$ cat config.mk
export PLATFORM = sky130hd
export DESIGN_NAME = dbs_front
export DESIGN_NICKNAME = d
export VERILOG_FILES = /design/src/rtl/dbs_pkg.sv /design/src/rtl/dbs_front.sv
export SDC_FILE = /design/constraint.sdc
export NUM_CORES = 1
export LEC_CHECK = 0
export BUFFER_PORTS_ARGS = -buffer_cell sky130_fd_sc_hd__buf_2
export CORE_ASPECT_RATIO = 0.8
export CORE_MARGIN = 2
export CORE_UTILIZATION = 32
export DETAILED_ROUTE_END_ITERATION = 7
export PLACE_DENSITY = 0.5
export SLEW_MARGIN = 25
export SYNTH_ARGS = -nofsm -noshare
export SYNTH_HDL_FRONTEND = slang
export SYNTH_SLANG_ARGS = --single-unit
$ cat constraint.sdc
create_clock -name vclk -period 9.7
set_input_delay 1.455 -clock vclk [all_inputs]
set_output_delay 1.455 -clock vclk [all_outputs]
set_load 0.005 [all_outputs]
$ cat src/rtl/dbs_pkg.sv
// Shared types and constants of the depth bilinear sampler.
`default_nettype none

package dbs_pkg;

    // Width of each signed fixed-point coordinate field
    localparam int COORD_BITS = 21;

    // Configuration register indexes
    localparam logic REG_IMAGE_WIDTH  = 1'b0;
    localparam logic REG_IMAGE_HEIGHT = 1'b1;

    // Bit positions in the result tuser
    localparam int USER_OUT_OF_IMAGE  = 0;
    localparam int USER_USED_FALLBACK = 1;
    localparam int USER_BITS          = 2;

    // Per-request classification from the front stage
    typedef struct packed {
        logic       out_of_image;
        logic       any_inf;
        logic [2:0] finite_cnt;
    } t_front_flags;

endpackage

`default_nettype wire

$ cat src/rtl/dbs_front.sv
// Front stage of the sampler: bounds check, infinite-corner detection and blend weights.
`default_nettype none

module dbs_front #(
    parameter int COORD_FRAC_BITS = 8,
    parameter int DEPTH_BITS      = 24,
    parameter int DIM_BITS        = 12
) (
    input  wire logic signed [dbs_pkg::COORD_BITS-1:0] i_x_pos,
    input  wire logic signed [dbs_pkg::COORD_BITS-1:0] i_y_pos,
    input  wire logic [3:0][DEPTH_BITS-1:0]            i_depth,
    input  wire logic [DIM_BITS:0]                     i_image_width,
    input  wire logic [DIM_BITS:0]                     i_image_height,
    output dbs_pkg::t_front_flags                      o_flags,
    output logic [3:0][DEPTH_BITS-1:0]                 o_depth_fin,
    output logic [3:0][2*COORD_FRAC_BITS:0]            o_weight
);

    localparam int W_LIM = DIM_BITS + 1 + COORD_FRAC_BITS;
    localparam int W_POS = dbs_pkg::COORD_BITS - 1;
    localparam int W_CMP = (W_LIM > W_POS) ? W_LIM : W_POS;
    localparam int W_WT  = 2 * COORD_FRAC_BITS + 1;
    localparam logic [COORD_FRAC_BITS:0] FRAC_ONE = {1'b1, {COORD_FRAC_BITS{1'b0}}};

    logic [DIM_BITS:0]          width_m1;
    logic [DIM_BITS:0]          height_m1;
    logic [W_CMP-1:0]           lim_x;
    logic [W_CMP-1:0]           lim_y;
    logic [W_CMP-1:0]           pos_x;
    logic [W_CMP-1:0]           pos_y;
    logic                       outside_x;
    logic                       outside_y;
    logic [COORD_FRAC_BITS:0]   fx;
    logic [COORD_FRAC_BITS:0]   fy;
    logic [COORD_FRAC_BITS:0]   gx;
    logic [COORD_FRAC_BITS:0]   gy;
    logic [3:0]                 inf;

    // Last valid position is (dim-1) in whole pixels
    assign width_m1  = i_image_width - (DIM_BITS+1)'(1);
    assign height_m1 = i_image_height - (DIM_BITS+1)'(1);
    assign lim_x     = W_CMP'({width_m1, {COORD_FRAC_BITS{1'b0}}});
    assign lim_y     = W_CMP'({height_m1, {COORD_FRAC_BITS{1'b0}}});
    assign pos_x     = W_CMP'(i_x_pos[W_POS-1:0]);
    assign pos_y     = W_CMP'(i_y_pos[W_POS-1:0]);

    assign outside_x = i_x_pos[dbs_pkg::COORD_BITS-1] || (i_image_width == '0)
                       || (pos_x > lim_x);
    assign outside_y = i_y_pos[dbs_pkg::COORD_BITS-1] || (i_image_height == '0)
                       || (pos_y > lim_y);

    assign fx = {1'b0, i_x_pos[COORD_FRAC_BITS-1:0]};
    assign fy = {1'b0, i_y_pos[COORD_FRAC_BITS-1:0]};
    assign gx = FRAC_ONE - fx;
    assign gy = FRAC_ONE - fy;

    // Corner order: top-left, top-right, bottom-left, bottom-right
    assign o_weight[0] = W_WT'(gx) * W_WT'(gy);
    assign o_weight[1] = W_WT'(fx) * W_WT'(gy);
    assign o_weight[2] = W_WT'(gx) * W_WT'(fy);
    assign o_weight[3] = W_WT'(fx) * W_WT'(fy);

    always_comb begin
        for (int i = 0; i < 4; i++) begin
            inf[i]            = &i_depth[i];
            o_depth_fin[i]    = inf[i] ? '0 : i_depth[i];
        end
    end

    assign o_flags.out_of_image = outside_x || outside_y;
    assign o_flags.any_inf      = |inf;
    assign o_flags.finite_cnt   = {2'b00, ~inf[0]} + {2'b00, ~inf[1]}
                                + {2'b00, ~inf[2]} + {2'b00, ~inf[3]};

endmodule

`default_nettype wire

# [After elaboration in Yosys (flattened, before gate mapping)]
# Index checks and enable logic that the tools add are counted.
[op_classes] addsub=7 n_mul=4 magnitude_cmp=2 mux=4 n_bitwise=4 reduce_logical=12
[op_table] op="$mux W24" n=4
[op_table] op="$reduce_and A24 Y1" n=4
[op_table] op="$gt A20 B21 Y1" n=2
[op_table] op="$logic_not A13 Y1" n=2
[op_table] op="$sub A13 B1 Y13 const B" n=2
[op_table] op="$sub A9 B8 Y9 const A" n=2
[op_table] op="$mul A8 B9 Y17" n=1
[op_table] op="$mul A9 B8 Y17" n=1
[op_table] op="$mul A9 B9 Y17" n=1
[op_table] op="$mul A8 B8 Y16" n=1
[op_table] op="$logic_or A1 B1 Y1" n=5
[op_table] op="$not A1 Y1" n=4
[op_table] op="$reduce_or A4 Y1" n=1
[op_table] op="$add A2 B1 Y3" n=1
[op_table] op="$add A3 B1 Y3" n=1
[op_table] op="$add A1 B1 Y2" n=1
[word_totals] reg_bits=0 in_bits=164 out_inout_bits=169 word_cells=33

# [Depth between registers and ports, before layout]
[depth] ltp_word=5 ltp_mapped=22 ltp_nobuf=21

# [Least setup slack after synthesis]
# No wires, ideal clock.
[synth_timing] path_kind="input to output" startpoint="input port i_y_pos[4] in the netlist's numbering" endpoint="output port o_weight[33] in the netlist's numbering" arrival_time_ps=6458 required_ps=8245 path_slack_ps=1787 cell_stages=16 n_path_buf=1 path_cell_list="clkbuf_1 nor3_1 nand3_1 or3_1 xor2_1 and2_1 fa_1 fa_1 fa_1 fa_1 ha_1 a21o_1 a2111oi_2 o31ai_1 or4_1 and3_1"
[synth_lines] element="start: declaration" line_no="dbs_front.sv:10" rtl="input wire logic signed [dbs_pkg::COORD_BITS-1:0] i_y_pos,"
[synth_lines] element="end: declaration" line_no="dbs_front.sv:16" rtl="output logic [3:0][2*COORD_FRAC_BITS:0] o_weight"

==> reports/metrics.yaml <==
seq_cells: 0
cts_resized: 0
drv_slew: 0
fin_util: 0.385
grt-ovfl-total: 0
place_congestion: 0.946
rsz0062_at_grt: "no"
startpoint_type: "input port"
pin_count: 333
vias_per_cell: 4.80
cts_hold_buf: 0
hold_depth: 3
first_global_vias: 10600
drc: 0
powerDensity_nw_per_um2: 154
finalCriticalPeriod_ns: 8.77
num_rows: 61
die_height_um: 171
muxShareOfSynthArea: 0
grt_start_max_net_pins: 27
status: "complete, no violations"
finalHoldWorstSlack_ns: 3.20
cap_violations: 0
final.setup.worst_slack_ns: 0.933
max_slew_margin: 0.342
dpl.hpwl_um: 32300
synth-simple-area-share: 0.263
wl_um: 36300
layout-drive-gt1-share: 0.212
timing.final.crit_share: 0.904
p_leak_nw: 7.13
vias: 10400
finalHoldViolCount: 0
synth_cell_types: 60
syn_avg_cell_area_um2: 8.02
dp_cells: 2156
synthesis.area_um2: 11200
synth_seq_area_share: 0
finalSetupViolations: 0
drtIter0Drc: 347
antenna_found_initial: 5
portBuffers: 332
synth_xor_area_frac: 0.0635
antenna_left: 0
die_area_um2: 36400
synth_top_family_by_area: "adder cells"
final_cells: 2160
wl_per_cell_um: 16.8
postCtsSetupRepairBufs: 0
finalNetCount: 2197
min_delay_worst_endpoint: "o_depth_fin[30]"
synth_compound_area_frac: 0.0719
design_area_um2: 13300
fillerInstances: 3753
syn_to_final_growth_pct: 19.0
worstMarginPinSlew_ns: 0.980
fp.dieW_um: 213
yosys_warnings: 0
place_area_um2: 13300
coreArea_um2: 34600
tns_ns: 0
yosys.area_share.adder: 0.503
track_usage: 0.197
area.sequential_um2: 0
nClkBuffers: 0
start_util: 0.323
ir_drop_mv: 0.158
total_power_mw: 2.05
critical_path_class: "input port to output port"
dr.pass1.iters: 5
syn_nets: 1904
required_ns: 8.25
crit_fanout: 20
hold_class: "input port to output port"
crit_path_end_kind: "output port"
fmax_ghz: 0.114
synthCells: 1393
grt_first_pass_wirelength_um: 56600
dp_slack_ns: 0.935
worstPathArrival_ns: 7.31
worstHoldStart: "i_depth[30]"
[area by class of cell]
class | count | area (um2) | area share
antenna | 4 | 10.0 | 0.000753
timing repair buffer | 343 | 1740 | 0.131
multi-input combinational | 1106 | 10100 | 0.757
inverter | 235 | 882 | 0.0663
tap | 472 | 591 | 0.0444
[per-layer routing]
metal	part of all wire	wire, um	vias up	GRT usage
met1	0.42	15200	5066	0.248
met4	0.017	609	0	0.0268
met2	0.53	19100	267	0.375
met3	0.038	1390	24	0.0132
met5	0	0	-	0
li1	-	-	5002	-
[cells in the final DEF, fill, tap and decap left out, types with 3 or more instances in the layout]
| master | count |
|---|---|
| o31ai_1 | 3 |
| buf_4 | 11 |
| nor4_1 | 9 |
| nand2b_1 | 3 |
| xor2_1 | 27 |
| o21ai_0 | 24 |
| a21o_1 | 9 |
| fa_1 | 170 |
| nand2_1 | 115 |
| a211oi_1 | 4 |
| and3_1 | 5 |
| ha_1 | 177 |
| xnor2_1 | 54 |
| inv_1 | 233 |
| or3_1 | 6 |
| o211ai_1 | 3 |
| buf_2 | 332 |
| o21ai_1 | 7 |
| nor2b_1 | 9 |
| nand4_1 | 31 |
| nor2_1 | 94 |
| o21a_1 | 9 |
| nor3_1 | 17 |
| and2_1 | 235 |
| nand3_1 | 13 |
| a21oi_1 | 39 |
| a211o_1 | 3 |
| diode_2 | 4 |
[power by group]
| part | switching [mW] | internal, mW | total (mW) | leakage (nW) |
|---|---|---|---|---|
| Clock | 0 | 0.0000000552 | 0.0000000552 | 0.0000254 |
| Combinational | 1.11 | 0.939 | 2.05 | 7.13 |
| Sequential | 0 | 0 | 0 | 0 |
[logic make-up (layout without fill, tap and decap cells)]
kind of cell / after synthesis / in the layout
AOI/OAI and AO/OA: 124 / 124
xor gates and xnor gates: 81 / 81
adders and majority gates: 347 / 347
buffers and inverters: 287 / 578
other: 1 / 5
and+or+nand+nor: 553 / 553
[synthesized netlist by cell type, drive strengths merged (4+ instances only)]
cell type    n  share of area
xnor2       54          0.042
fa         170           0.30
inv        234          0.079
nor2b        9         0.0050
ha         177           0.20
a21o         9         0.0060
nor3        18         0.0085
and3         5         0.0028
buf          6         0.0044
and2       236           0.13
a21oi       39          0.017
nor2        94          0.032
nor4         9         0.0050
clkbuf      46          0.015
nand3       13         0.0058
o21a         9         0.0060
xor2        27          0.021
or3          9         0.0060
nand4       31          0.017
o21ai       31          0.014
a211oi       4         0.0027
a211o        4         0.0032
nand2      115          0.039
[worst max-delay path: stages]
cell and delay (ns):
buf_2 0.23, nor3_1 0.31, nand3_1 0.19, or3_1 0.39
xor2_1 0.61, and2_1 0.25, fa_1 0.42, fa_1 0.56
fa_1 0.43, fa_1 0.44, ha_1 0.35, a21o_1 0.23
a2111oi_2 0.44, o31ai_1 0.22, or4_1 0.48, and3_1 0.17
buf_2 0.12
[how the worst max path moves through the flow]
| stage | startpoint | to | cells after the start |
|---|---|---|---|
| 2_1_floorplan | i_y_pos[4] | o_weight[33] | 16 |
| 3_5_place_dp | i_y_pos[3] | o_weight[33] | 17 |
| 5_1_grt | i_x_pos[0] | o_weight[16] | 21 |
| 4_1_cts | i_y_pos[3] | o_weight[33] | 17 |
| 3_3_place_gp | i_y_pos[3] | o_weight[33] | 17 |
| 6_report | i_y_pos[3] | o_weight[33] | 17 |
No activity file was read; power rests on OpenSTA's default activity.
